==> src/design/complementary_tilt_filter_assert.svh <==
// assertion macros for the complementary tilt filter
`ifndef COMPLEMENTARY_TILT_FILTER_ASSERT_SVH
`define COMPLEMENTARY_TILT_FILTER_ASSERT_SVH

`ifndef SYNTH
// consequent must hold in the same cycle as the antecedent
`define CTF_ASSERT_NOW(label, ante, cons) \
    label: assert property (@(posedge clk) disable iff (!rst_n) (ante) |-> (cons)) \
        else $error("ctf same-cycle check failed");
// consequent must hold in the cycle after the antecedent
`define CTF_ASSERT_NEXT(label, ante, cons) \
    label: assert property (@(posedge clk) disable iff (!rst_n) (ante) |=> (cons)) \
        else $error("ctf next-cycle check failed");
`else
`define CTF_ASSERT_NOW(label, ante, cons)
`define CTF_ASSERT_NEXT(label, ante, cons)
`endif

`endif

==> src/design/ctf_pkg.sv <==
// shared types, constants and helper functions of the complementary tilt filter
package ctf_pkg;

    // cordic datapath widths
    localparam int XY_W   = 36;
    localparam int Z_W    = 34;
    localparam int TILT_W = 18;
    localparam int ATAN_W = 30;
    localparam int ATAN_N = 24;

    // fuse datapath widths
    localparam int MUL_A_W = 20;
    localparam int MUL_B_W = 25;
    localparam int PROD_W  = MUL_A_W + MUL_B_W;

    // 180 degrees in 2^-23 degree units
    localparam logic signed [Z_W-1:0] DEG180 = 34'sd1509949440;

    localparam logic [16:0] ONE_Q16 = 17'd65536;

    // configuration register indexes
    localparam logic [0:0] CFG_GYRO_GAIN    = 1'b0;
    localparam logic [0:0] CFG_BLEND_WEIGHT = 1'b1;

    localparam logic [23:0] GYRO_GAIN_RST    = 24'd21475;
    localparam logic [16:0] BLEND_WEIGHT_RST = 17'd64225;

    // atan(2^-i) in 2^-23 degree units
    function automatic logic [ATAN_W-1:0] atan_lut(input logic [4:0] idx);
        logic [ATAN_W-1:0] val;
        unique case (idx)
            5'd0:  val = 30'd377487360;
            5'd1:  val = 30'd222843801;
            5'd2:  val = 30'd117744544;
            5'd3:  val = 30'd59768969;
            5'd4:  val = 30'd30000467;
            5'd5:  val = 30'd15014858;
            5'd6:  val = 30'd7509261;
            5'd7:  val = 30'd3754860;
            5'd8:  val = 30'd1877459;
            5'd9:  val = 30'd938733;
            5'd10: val = 30'd469367;
            5'd11: val = 30'd234683;
            5'd12: val = 30'd117342;
            5'd13: val = 30'd58671;
            5'd14: val = 30'd29335;
            5'd15: val = 30'd14668;
            5'd16: val = 30'd7334;
            5'd17: val = 30'd3667;
            5'd18: val = 30'd1833;
            5'd19: val = 30'd917;
            5'd20: val = 30'd458;
            5'd21: val = 30'd229;
            5'd22: val = 30'd115;
            5'd23: val = 30'd57;
            default: val = '0;
        endcase
        return val;
    endfunction

    // clamp to the 16 bit angle range
    function automatic logic signed [15:0] sat16(input logic signed [31:0] v);
        logic signed [15:0] r;
        if (v > 32'sd32767)
        begin
            r = 16'sh7fff;
        end
        else if (v < -32'sd32768)
        begin
            r = 16'sh8000;
        end
        else
        begin
            r = v[15:0];
        end
        return r;
    endfunction

endpackage

==> src/design/complementary_tilt_filter.sv <==
// complementary roll/pitch filter with a shared cordic and a shared multiplier
//
//  channel   direction  handshake            payload
//  input     in         in_valid / in_stall  accel_x, accel_y, accel_z, rate_roll, rate_pitch
//  output    out        out_valid/out_stall  roll_out, pitch_out
//  config    in         cfg_we               cfg_index, cfg_data
//
//  a request runs, per axis (roll then pitch), the cordic iteration loop and then the
//  fuse steps; the first request after reset loads the tilt instead of fusing.
//  a zero accel vector skips the iterations.
//  in_stall is high whenever a request is in work; the result sits in an output
//  register, so the next request may be accepted while out_stall holds the last one.
//  rst_n clears the angles, the started flag and loads the register defaults.
module complementary_tilt_filter #(
    parameter int CORDIC_STEPS = 16
) (
    input  logic               clk,
    input  logic               rst_n,
    input  logic               in_valid,
    output logic               in_stall,
    input  logic signed [15:0] accel_x,
    input  logic signed [15:0] accel_y,
    input  logic signed [15:0] accel_z,
    input  logic signed [18:0] rate_roll,
    input  logic signed [18:0] rate_pitch,
    output logic               out_valid,
    input  logic               out_stall,
    output logic signed [15:0] roll_out,
    output logic signed [15:0] pitch_out,
    input  logic               cfg_we,
    input  logic [0:0]         cfg_index,
    input  logic [23:0]        cfg_data
);
    import ctf_pkg::*;

    localparam int STEP_W = $clog2(CORDIC_STEPS);
    localparam logic [STEP_W-1:0] LAST_STEP = STEP_W'(CORDIC_STEPS - 1);

    // sequencer codes
    localparam logic [3:0] S_IDLE  = 4'd0;
    localparam logic [3:0] S_CINIT = 4'd1;   // load cordic vector for current axis
    localparam logic [3:0] S_CITER = 4'd2;   // one micro-rotation per cycle
    localparam logic [3:0] S_TILT  = 4'd3;   // round angle accumulator
    localparam logic [3:0] S_LOAD  = 4'd4;   // first sample: angle = tilt
    localparam logic [3:0] S_MR    = 4'd5;   // rate * gain
    localparam logic [3:0] S_PROP  = 4'd6;   // angle + rounded increment
    localparam logic [3:0] S_MW    = 4'd7;   // prop * weight
    localparam logic [3:0] S_MT    = 4'd8;   // tilt * (1 - weight)
    localparam logic [3:0] S_SUM   = 4'd9;   // round, saturate, store angle
    localparam logic [3:0] S_DONE  = 4'd10;  // hand result to output register

    // control state
    logic [3:0]        state_reg, state_next;
    logic              axis_reg, axis_next;       // 0 roll, 1 pitch
    logic [STEP_W-1:0] iter_reg, iter_next;
    logic              started_reg, started_next;
    logic              out_valid_reg, out_valid_next;
    logic [23:0]       gyro_gain_reg, gyro_gain_next;
    logic [16:0]       blend_weight_reg, blend_weight_next;
    logic signed [15:0] roll_angle_reg, roll_angle_next;
    logic signed [15:0] pitch_angle_reg, pitch_angle_next;

    // payload and datapath registers
    logic signed [15:0]        ax_reg, ax_next;
    logic signed [15:0]        ay_reg, ay_next;
    logic signed [15:0]        az_reg, az_next;
    logic signed [18:0]        rr_reg, rr_next;
    logic signed [18:0]        rp_reg, rp_next;
    logic signed [XY_W-1:0]    x_reg, x_next;
    logic signed [XY_W-1:0]    y_reg, y_next;
    logic signed [Z_W-1:0]     z_reg, z_next;
    logic signed [TILT_W-1:0]  tilt_reg, tilt_next;
    logic signed [MUL_A_W-1:0] prop_reg, prop_next;
    logic signed [PROD_W-1:0]  prod_reg, prod_next;
    logic signed [PROD_W-1:0]  acc_reg, acc_next;
    logic signed [15:0]        roll_out_reg, roll_out_next;
    logic signed [15:0]        pitch_out_reg, pitch_out_next;

    logic                      accept;
    logic                      out_free;
    logic signed [15:0]        num;
    logic signed [XY_W-1:0]    num_ext;
    logic signed [XY_W-1:0]    den_ext;
    logic signed [XY_W-1:0]    x_sh;
    logic signed [XY_W-1:0]    y_sh;
    logic signed [Z_W-1:0]     atan_ext;
    logic signed [Z_W-1:0]     z_round;
    logic [16:0]               w_eff;
    logic signed [15:0]        angle_cur;
    logic signed [18:0]        rate_cur;
    logic signed [MUL_A_W-1:0] mul_a;
    logic signed [MUL_B_W-1:0] mul_b;
    logic signed [PROD_W-1:0]  mul_p;
    logic signed [PROD_W-1:0]  inc_round;
    logic signed [PROD_W-1:0]  blend_sum;
    logic signed [15:0]        new_angle;

    assign in_stall  = (state_reg != S_IDLE);
    assign accept    = in_valid && !in_stall;
    assign out_free  = !out_valid_reg || !out_stall;
    assign out_valid = out_valid_reg;
    assign roll_out  = roll_out_reg;
    assign pitch_out = pitch_out_reg;

    // weight above one acts as one
    assign w_eff = (blend_weight_reg > ONE_Q16) ? ONE_Q16 : blend_weight_reg;

    // per-axis operand selection
    assign num       = axis_reg ? ay_reg : ax_reg;
    assign angle_cur = axis_reg ? pitch_angle_reg : roll_angle_reg;
    assign rate_cur  = axis_reg ? rp_reg : rr_reg;
    assign num_ext   = {{(XY_W-32){num[15]}}, num, 16'h0000};
    assign den_ext   = {{(XY_W-32){az_reg[15]}}, az_reg, 16'h0000};

    // shared cordic shifter and angle table
    assign x_sh     = x_reg >>> iter_reg;
    assign y_sh     = y_reg >>> iter_reg;
    assign atan_ext = $signed({{(Z_W-ATAN_W){1'b0}}, atan_lut(5'(iter_reg))});
    assign z_round  = z_reg + 34'sd32768;

    // shared multiplier operand selection
    always_comb
    begin
        mul_a = '0;
        mul_b = '0;
        unique case (state_reg)
            S_MR:
            begin
                mul_a = {rate_cur[18], rate_cur};
                mul_b = $signed({1'b0, gyro_gain_reg});
            end
            S_MW:
            begin
                mul_a = prop_reg;
                mul_b = $signed({8'h00, w_eff});
            end
            S_MT:
            begin
                mul_a = {{(MUL_A_W-TILT_W){tilt_reg[TILT_W-1]}}, tilt_reg};
                mul_b = $signed({8'h00, 17'(ONE_Q16 - w_eff)});
            end
            default:
            begin
                mul_a = '0;
                mul_b = '0;
            end
        endcase
    end

    assign mul_p     = mul_a * mul_b;
    assign inc_round = prod_reg + 45'sd8388608;
    assign blend_sum = acc_reg + prod_reg + 45'sd32768;
    assign new_angle = (state_reg == S_LOAD)
                       ? sat16({{(32-TILT_W){tilt_reg[TILT_W-1]}}, tilt_reg})
                       : sat16({{3{blend_sum[PROD_W-1]}}, blend_sum[PROD_W-1:16]});

    always_comb
    begin
        state_next        = state_reg;
        axis_next         = axis_reg;
        iter_next         = iter_reg;
        started_next      = started_reg;
        out_valid_next    = out_valid_reg;
        gyro_gain_next    = gyro_gain_reg;
        blend_weight_next = blend_weight_reg;
        roll_angle_next   = roll_angle_reg;
        pitch_angle_next  = pitch_angle_reg;
        ax_next           = ax_reg;
        ay_next           = ay_reg;
        az_next           = az_reg;
        rr_next           = rr_reg;
        rp_next           = rp_reg;
        x_next            = x_reg;
        y_next            = y_reg;
        z_next            = z_reg;
        tilt_next         = tilt_reg;
        prop_next         = prop_reg;
        prod_next         = prod_reg;
        acc_next          = acc_reg;
        roll_out_next     = roll_out_reg;
        pitch_out_next    = pitch_out_reg;

        // register writes
        if (cfg_we)
        begin
            if (cfg_index == CFG_GYRO_GAIN)
            begin
                gyro_gain_next = cfg_data;
            end
            else if (cfg_index == CFG_BLEND_WEIGHT)
            begin
                blend_weight_next = cfg_data[16:0];
            end
        end

        // output register drains when taken
        if (out_valid_reg && !out_stall)
        begin
            out_valid_next = 1'b0;
        end

        unique case (state_reg)
            S_IDLE:
            begin
                if (accept)
                begin
                    ax_next    = accel_x;
                    ay_next    = accel_y;
                    az_next    = accel_z;
                    rr_next    = rate_roll;
                    rp_next    = rate_pitch;
                    axis_next  = 1'b0;
                    state_next = S_CINIT;
                end
            end
            S_CINIT:
            begin
                iter_next = '0;
                if (num == 16'sd0 && az_reg == 16'sd0)
                begin
                    // zero vector: tilt is zero, skip the rotations
                    z_next     = '0;
                    state_next = S_TILT;
                end
                else
                begin
                    if (az_reg < 16'sd0)
                    begin
                        // left half plane: pre-rotate by 180 degrees
                        x_next = -den_ext;
                        y_next = -num_ext;
                        z_next = (num >= 16'sd0) ? DEG180 : -DEG180;
                    end
                    else
                    begin
                        x_next = den_ext;
                        y_next = num_ext;
                        z_next = '0;
                    end
                    state_next = S_CITER;
                end
            end
            S_CITER:
            begin
                if (y_reg >= 0)
                begin
                    x_next = x_reg + y_sh;
                    y_next = y_reg - x_sh;
                    z_next = z_reg + atan_ext;
                end
                else
                begin
                    x_next = x_reg - y_sh;
                    y_next = y_reg + x_sh;
                    z_next = z_reg - atan_ext;
                end
                iter_next = iter_reg + 1'b1;
                if (iter_reg == LAST_STEP)
                begin
                    state_next = S_TILT;
                end
            end
            S_TILT:
            begin
                tilt_next  = z_round[Z_W-1:16];
                state_next = started_reg ? S_MR : S_LOAD;
            end
            S_MR:
            begin
                prod_next  = mul_p;
                state_next = S_PROP;
            end
            S_PROP:
            begin
                // rounded increment fits in 20 bits, prop too
                prop_next  = {{(MUL_A_W-16){angle_cur[15]}}, angle_cur} + inc_round[43:24];
                state_next = S_MW;
            end
            S_MW:
            begin
                prod_next  = mul_p;
                state_next = S_MT;
            end
            S_MT:
            begin
                acc_next   = prod_reg;
                prod_next  = mul_p;
                state_next = S_SUM;
            end
            S_LOAD, S_SUM:
            begin
                if (axis_reg)
                begin
                    pitch_angle_next = new_angle;
                    axis_next        = 1'b0;
                    state_next       = S_DONE;
                end
                else
                begin
                    roll_angle_next = new_angle;
                    axis_next       = 1'b1;
                    state_next      = S_CINIT;
                end
            end
            S_DONE:
            begin
                if (out_free)
                begin
                    roll_out_next  = roll_angle_reg;
                    pitch_out_next = pitch_angle_reg;
                    out_valid_next = 1'b1;
                    started_next   = 1'b1;
                    state_next     = S_IDLE;
                end
            end
            default:
            begin
                state_next = S_IDLE;
            end
        endcase
    end

    // control and filter state
    always_ff @(posedge clk or negedge rst_n)
    begin
        if (!rst_n)
        begin
            state_reg        <= S_IDLE;
            axis_reg         <= 1'b0;
            iter_reg         <= '0;
            started_reg      <= 1'b0;
            out_valid_reg    <= 1'b0;
            gyro_gain_reg    <= GYRO_GAIN_RST;
            blend_weight_reg <= BLEND_WEIGHT_RST;
            roll_angle_reg   <= '0;
            pitch_angle_reg  <= '0;
        end
        else
        begin
            state_reg        <= state_next;
            axis_reg         <= axis_next;
            iter_reg         <= iter_next;
            started_reg      <= started_next;
            out_valid_reg    <= out_valid_next;
            gyro_gain_reg    <= gyro_gain_next;
            blend_weight_reg <= blend_weight_next;
            roll_angle_reg   <= roll_angle_next;
            pitch_angle_reg  <= pitch_angle_next;
        end
    end

    // datapath, no reset needed
    always_ff @(posedge clk)
    begin
        ax_reg        <= ax_next;
        ay_reg        <= ay_next;
        az_reg        <= az_next;
        rr_reg        <= rr_next;
        rp_reg        <= rp_next;
        x_reg         <= x_next;
        y_reg         <= y_next;
        z_reg         <= z_next;
        tilt_reg      <= tilt_next;
        prop_reg      <= prop_next;
        prod_reg      <= prod_next;
        acc_reg       <= acc_next;
        roll_out_reg  <= roll_out_next;
        pitch_out_reg <= pitch_out_next;
    end

    // an accepted request always starts with the roll cordic setup
    `include "complementary_tilt_filter_assert.svh"
    `CTF_ASSERT_NEXT(a_accept_starts, accept, state_reg == S_CINIT && !axis_reg)
    // started flag only rises together with the first result
    `CTF_ASSERT_NOW(a_started_result, $rose(started_reg), out_valid_reg)
    // back in idle the sequencer points at the roll axis again
    `CTF_ASSERT_NOW(a_idle_axis, state_reg == S_IDLE, !axis_reg)

endmodule

==> config.mk <==
export PLATFORM = sky130hd
export DESIGN_NAME = complementary_tilt_filter
export DESIGN_NICKNAME = d
export VERILOG_FILES = /design/src/design/ctf_pkg.sv /design/src/design/complementary_tilt_filter.sv
export VERILOG_INCLUDE_DIRS = /design/src /design/src/design
export SDC_FILE = /design/constraint.sdc
export NUM_CORES = 2
export LEC_CHECK = 0
export BUFFER_PORTS_ARGS = -buffer_cell sky130_fd_sc_hd__buf_2
export CORE_MARGIN = 2
export CORE_UTILIZATION = 58
export DETAILED_ROUTE_END_ITERATION = 8
export PLACE_DENSITY = 0.72
export SYNTH_ARGS = -nofsm -noshare
export SYNTH_HDL_FRONTEND = slang
export SYNTH_SLANG_ARGS = --single-unit
==> constraint.sdc <==
create_clock -name clk -period 20 [get_ports clk]
set_input_delay 6 -clock clk [delete_from_list [all_inputs] [get_ports clk]]
set_output_delay 6 -clock clk [all_outputs]
set_load 0.02 [all_outputs]
-- Word-level counts from Yosys, hierarchy flattened
Memory sizes are Yosys's and may differ from the RTL's.
Index checks and enable logic that the tools add are counted.
- register bits after elaboration: 436
- latch bits: 0
- memories kept: 1
- logic and storage cells: 129
- bits in writable memories: 0
- ROM bits: 464
- divide/modulo/power cells: 0
- multiplexer cells: 38
- bitwise gates (word level): 2
- shift operators: 2
- add/subtract/negate cells: 15
- magnitude comparators: 8
- $mul: 1
- reductions and logical operators: 24
- eq/ne operators: 15
- memory list (name ; depth ; width ; rd ports ; clocked after memory_dff ; write ports ; line ; RTL):
    (name not given) ; 16 ; 29 ; 1 ; 0 ; 0 ; ctf_pkg.sv:31 ; unique case (idx)
- operators by type and width (operator ; number):
    36-bit 2-to-1 mux ; 6
    36-bit case mux with 2 select lines ; 2
    34-bit 2-to-1 mux ; 4
    16-bit 2-to-1 mux ; 7
    36-bit adder ; 2
    32-bit negation with 36-bit output ; 2
    24-bit case mux with 3 select lines ; 1
    36-bit by 4-bit >>> shifter with 36-bit output ; 2
    36-bit subtractor ; 2
    34-bit case mux with 2 select lines ; 1
    20-bit case mux with 3 select lines ; 1
    45-bit by 17-bit adder with 45-bit output, second input constant ; 1
    45-bit adder ; 1
    20-bit by 25-bit multiplier with 45-bit output ; 1
    44-bit by 25-bit adder with 44-bit output, second input constant ; 1
    4-bit case mux with 10 select lines ; 1
    36-bit by 1-bit >= comparator with 1-bit output, second input constant ; 1
    34-bit by 17-bit adder with 34-bit output, second input constant ; 1
    34-bit by 31-bit adder with 34-bit output ; 1
    34-bit by 31-bit subtractor with 34-bit output ; 1
    16-bit zero test ; 2
    29-bit by 16-bit > comparator with 1-bit output, second input constant ; 1
    29-bit by 16-bit less-than comparator with 1-bit output, second input constant ; 1
    20-bit adder ; 1
    other kinds (29) ; 61

-- Depth between registers and ports, before layout
- depth in word-level cells: 6
- gate-level depth with buffers: 39
- depth with buffers taken out: 38

-- Worst setup path after synthesis
No wires, ideal clock.
- kind: register -> register
- start point: register state_reg[3]
- end point: register prod_reg[44], data pin
- cell stages (with the launch flop): 31
- buffers on the path: 4
- slack: 10.325 ns
- library setup time: 0.269 ns
- arrival: 9.406 ns
- cells stage by stage: dfrtp_1 > clkbuf_1 > inv_1 > nor2_1 > nand2_1 > inv_1 > clkbuf_1 > buf_1 > a221o_1 > clkbuf_1 > nand2_1 > fa_1 > fa_1 > fa_1 > fa_1 > fa_1 > fa_1 > inv_1 > fa_1 > ha_1 > a21o_1 > a21o_1 > a21oi_1 > nand2_1 > a2bb2oi_1 > a41o_1 > a41o_1 > o211a_1 > o2111a_1 > o2111ai_1 > o211ai_1
- word-level cells in the longest chain between the ends: 3
- elaborated cells on any way between the ends: 6
- classes of those cells: mul (1); eq/ne (3); mux (2)
- ends and longest elaborated chain (item ; line ; RTL):
    start, declared ; complementary_tilt_filter.sv:53 ; logic [3:0] state_reg, state_next;
    start signal, assigned ; complementary_tilt_filter.sv:340 ; state_reg <= state_next;
    4-bit equality test / 4-bit by 3-bit equality test with 1-bit output (equally long branches) ; complementary_tilt_filter.sv:126 ; unique case (state_reg)
    20-bit case mux with 3 select lines / 24-bit case mux with 3 select lines (equally long branches) ; complementary_tilt_filter.sv:126 ;
    20-bit by 25-bit multiplier with 45-bit output (*) ; complementary_tilt_filter.sv:150 ; assign mul_p = mul_a * mul_b;
    net mul_p[44] ; complementary_tilt_filter.sv:93 ; logic signed [PROD_W-1:0] mul_p;
    end signal, assigned ; complementary_tilt_filter.sv:365 ; prod_reg <= prod_next;
    end, declared ; complementary_tilt_filter.sv:74 ; logic signed [PROD_W-1:0] prod_reg, prod_next;
Mark *: on every way through the listed nets, which the timed path passes. The rest lies on a longest branch.
A chain may end at the register's enable or synchronous reset.

-- Worst setup path in the final report
- start point: register state_reg[1]
- end point: register prod_reg[43], data pin
The elaborated chain is that of the path after synthesis.

==> metrics.txt <==
setup repair after global routing missed its margin=false; net count of the mapped netlist=between 5000 and 6000; clock sink total=between 400 and 500; global placer's final weighted congestion=0.9737; highest-count cells in the layout ignoring fill and taps=sky130_fd_sc_hd__inv_1 (606), sky130_fd_sc_hd__nand2_1 (561), sky130_fd_sc_hd__nor2_1 (490), sky130_fd_sc_hd__ha_1 (404), sky130_fd_sc_hd__fa_1 (397); kind of end point of the critical path=flip-flop; run status=finished, final reports clean; setup violation total in the final timing report=0; clock input transition at the sequential cells of the worst setup and hold paths=roughly 0.060 ns; number of buffers inserted for hold repair after clock tree synthesis=0; warnings from Yosys=0; x dimension of the die=between 200 and 300 um; Post-Synthesis Cell Area=48090 sq um; number of global-route vias before repair=37710; startpoint class of the critical path=flip-flop; signal arrival time at the worst endpoint=11.13 ns; buffers added on ports=about 150; met3 wire length=10820 um; max layer used=met5; First DRT Iteration DRCs=3781; worst IR drop on VDD=0.07604 mV; fraction of synthesized cell area taken by the top area cell type=0.2198; CTS tree=done; share of async-settable or async-resettable flops after synthesis=0.1927; cell family contributing the most delay on the critical path=adder cells; fin nets=6012; worst hold path class=flip-flop to flip-flop; Achievable Freq=between 90 and 100 MHz; number of buffers added for setup after CTS=0; die footprint=85240 sq um; vias after detailed routing=between 30000 and 40000; CTS Buf Count=50; count of flip-flops with a built-in enable after synthesis=roughly 350; Antenna diodes=0; worst slack after detailed placement=around 9.5 ns; total I/O pin count=150; buffer levels on the longest clock path=3; Setup Skew=about 0.025 ns; crit path buf inv count=8; detail-routed via count per cell=between 6 and 7; total track usage=0.3196; Worst Path Class, Setup=flip-flop to flip-flop; CP max stage cell=sky130_fd_sc_hd__buf_4; met1 wire length=53570 um; dominant cell type by area after synthesis=sky130_fd_sc_hd__edfxtp_1; Syn-to-layout area delta=7.524%; stage delay of the slowest cell on the critical path=just under 0.8 ns; hold violation count in the final report=0; leading register cell type out of synthesis=sky130_fd_sc_hd__edfxtp_1; pins over their slew limit=0; chip height=about 290 um; number of synthesized register bits=between 400 and 500; routed length per instance=21.96 um; initial antenna violation count=1; worst setup slack after layout=between 9 and 10 ns; mean instance size in the synthesized netlist=9.508 sq um; area of the core region=just over 80000 sq um; effective utilization at floorplan=0.5857; number of instances in the synthesized netlist=between 5000 and 6000; portion of the clock cycle consumed by the worst path in the final layout=0.5374; pwr/cell area=between 60 and 70 nW/um^2; global-route wire length before repair=about 210000 um; post-detailed-placement half-perimeter wirelength=105400 um; leakage power figure=around 23 nW; Fin Setup TNS=0 ns; Initial DRT Pass Iterations=6; total overflow reported by the global router=0; worst reg2reg setup slack=approximately 9.3 ns; sequential area share after synthesis=0.2640; reported max-cap violation count=0; total of cells resized after clock tree synthesis=0; standard-cell rows=~110; met2 wire len=~64000 um; commonest non-fill, non-tap cell in the layout=sky130_fd_sc_hd__inv_1; DRT antenna net count=0; total number of H-tree levels=2; final worst path period need=between 10 and 15 ns; leading post-synthesis cells by cell area=sky130_fd_sc_hd__edfxtp_1 (22%), sky130_fd_sc_hd__fa_1 (17%), sky130_fd_sc_hd__ha_1 (11%); DRC viols=0; most frequent cell on the critical path=sky130_fd_sc_hd__fa_1; number of unique standard cell types used by synthesis=90; pin count of the biggest net entering global routing=80; clock root cell=sky130_fd_sc_hd__clkbuf_16; fraction of final layout cells with drive strength greater than 1=0.1065; maximum fanout encountered on the critical timing path=between 70 and 80; slew at the pin with the worst max-slew slack=between 1 and 1.5 ns; clock latency reported for the late side of the worst-skew pair=between 0.6 and 0.7 ns; total wire length=136300 um; normalized max-slew margin=0.1264; Crit path required time=slightly above 20 ns
==> logic make-up (layout without fill, tap and decap cells) <==
family / count (synthesis) / after routing / synth area share
AND/OR/NAND/NOR: 1490 / 1490 / 0.1379
AO/OA/AOI/OAI: 911 / 911 / 0.1210
buffers and inverters: 830 / 909 / 0.06618
adder cells (fa/ha/maj): 801 / 801 / 0.2704
flip-flops: 436 / 436 / 0.2640
XOR/XNOR: 321 / 321 / 0.05874
multiplexers: 269 / 269 / 0.08179
==> power breakdown <==
part	switching, mW	total, mW	leakage [nW]	internal [mW]
Combinational	0.697	1.18	18.0	0.487
Clock	0.412	1.05	0.912	0.639
Sequential	0.0981	1.21	4.22	1.11
Total	1.21	3.44	23.2	2.24
==> cell usage after synthesis, types with 23 or more instances <==
library cell and n:
sky130_fd_sc_hd__a221oi_1 26, sky130_fd_sc_hd__and3_1 57, sky130_fd_sc_hd__nand4_1 34, sky130_fd_sc_hd__o31ai_1 34
sky130_fd_sc_hd__clkbuf_1 169, sky130_fd_sc_hd__nand2_1 563, sky130_fd_sc_hd__fa_1 397, sky130_fd_sc_hd__inv_1 608
sky130_fd_sc_hd__a21oi_1 235, sky130_fd_sc_hd__buf_1 28, sky130_fd_sc_hd__o21a_1 43, sky130_fd_sc_hd__nor2_1 491
sky130_fd_sc_hd__xnor2_1 194, sky130_fd_sc_hd__a31oi_1 50, sky130_fd_sc_hd__o21ai_0 217, sky130_fd_sc_hd__dfrtp_1 65
sky130_fd_sc_hd__mux4_2 78, sky130_fd_sc_hd__nor2b_1 23, sky130_fd_sc_hd__nand2b_1 38, sky130_fd_sc_hd__ha_1 404
sky130_fd_sc_hd__and2_1 33, sky130_fd_sc_hd__a21o_1 106, sky130_fd_sc_hd__nand3_1 88, sky130_fd_sc_hd__nor3_1 67
sky130_fd_sc_hd__xor2_1 126, sky130_fd_sc_hd__mux2_2 95, sky130_fd_sc_hd__mux2i_1 87, sky130_fd_sc_hd__edfxtp_1 352
==> worst reg2reg max path, delay by kind of cell, from the launching register on <==
family | cells | cell delay, ns
AO/OA/AOI/OAI | 12 | 3.19
XOR/XNOR | 1 | 0.10
adder cells (fa/ha/maj) | 8 | 3.97
buffers and inverters | 8 | 1.63
flip-flops | 1 | 0.59
AND/OR/NAND/NOR | 3 | 1.01
==> path summary, 6_finish.rpt <==
kind	from	end	depth (start not counted)
min	prod_reg[9]$_DFFE_PN_	acc_reg[9]$_DFFE_PN_	0
max reg2reg	state_reg[1]$_DFFE_PN0P_	prod_reg[43]$_DFFE_PN_	32
max in group asynchronous	rst_n	iter_reg[0]$_DFFE_PN0P_	2
max	state_reg[1]$_DFFE_PN0P_	prod_reg[43]$_DFFE_PN_	32
min reg2reg	prod_reg[9]$_DFFE_PN_	acc_reg[9]$_DFFE_PN_	0
min in group asynchronous	rst_n	iter_reg[2]$_DFFE_PN0P_	1
==> cell type report <==
cell class / count / area, sq um
clock buffer: 61 / 1343
clock inverter: 33 / 533.0
fill: 6779 / 30400
tap: 1070 / 1339
inverter: 611 / 2295
timing repair buffer: 204 / 1161
sequential: 436 / 12710
multi-input combinational: 3792 / 32330
==> per-layer routing <==
metal | vias up | GRT usage
met3 | 381 | 0.05846
li1 | 17510 | -
met1 | 18580 | 0.4087
met5 | - | 0
met4 | 2 | 0.1564
met2 | 1645 | 0.5246
==> per-stage QoR <==
stage               hold slack [ns]  power, mW  utilization  cells  area (sq um)
floorplan                    0.4264      2.064            -   5058         48090
global placement             0.4352      2.358       0.6069   6113         49840
detailed placement           0.4392      2.378       0.6069   6113         49840
CTS                          0.4530      3.436       0.6298   6207         51710
global route                 0.4569      3.613       0.6298   6207         51710
finish                       0.4548      3.443       0.6298   6207         51710
Power figures use the tool's default switching activity.
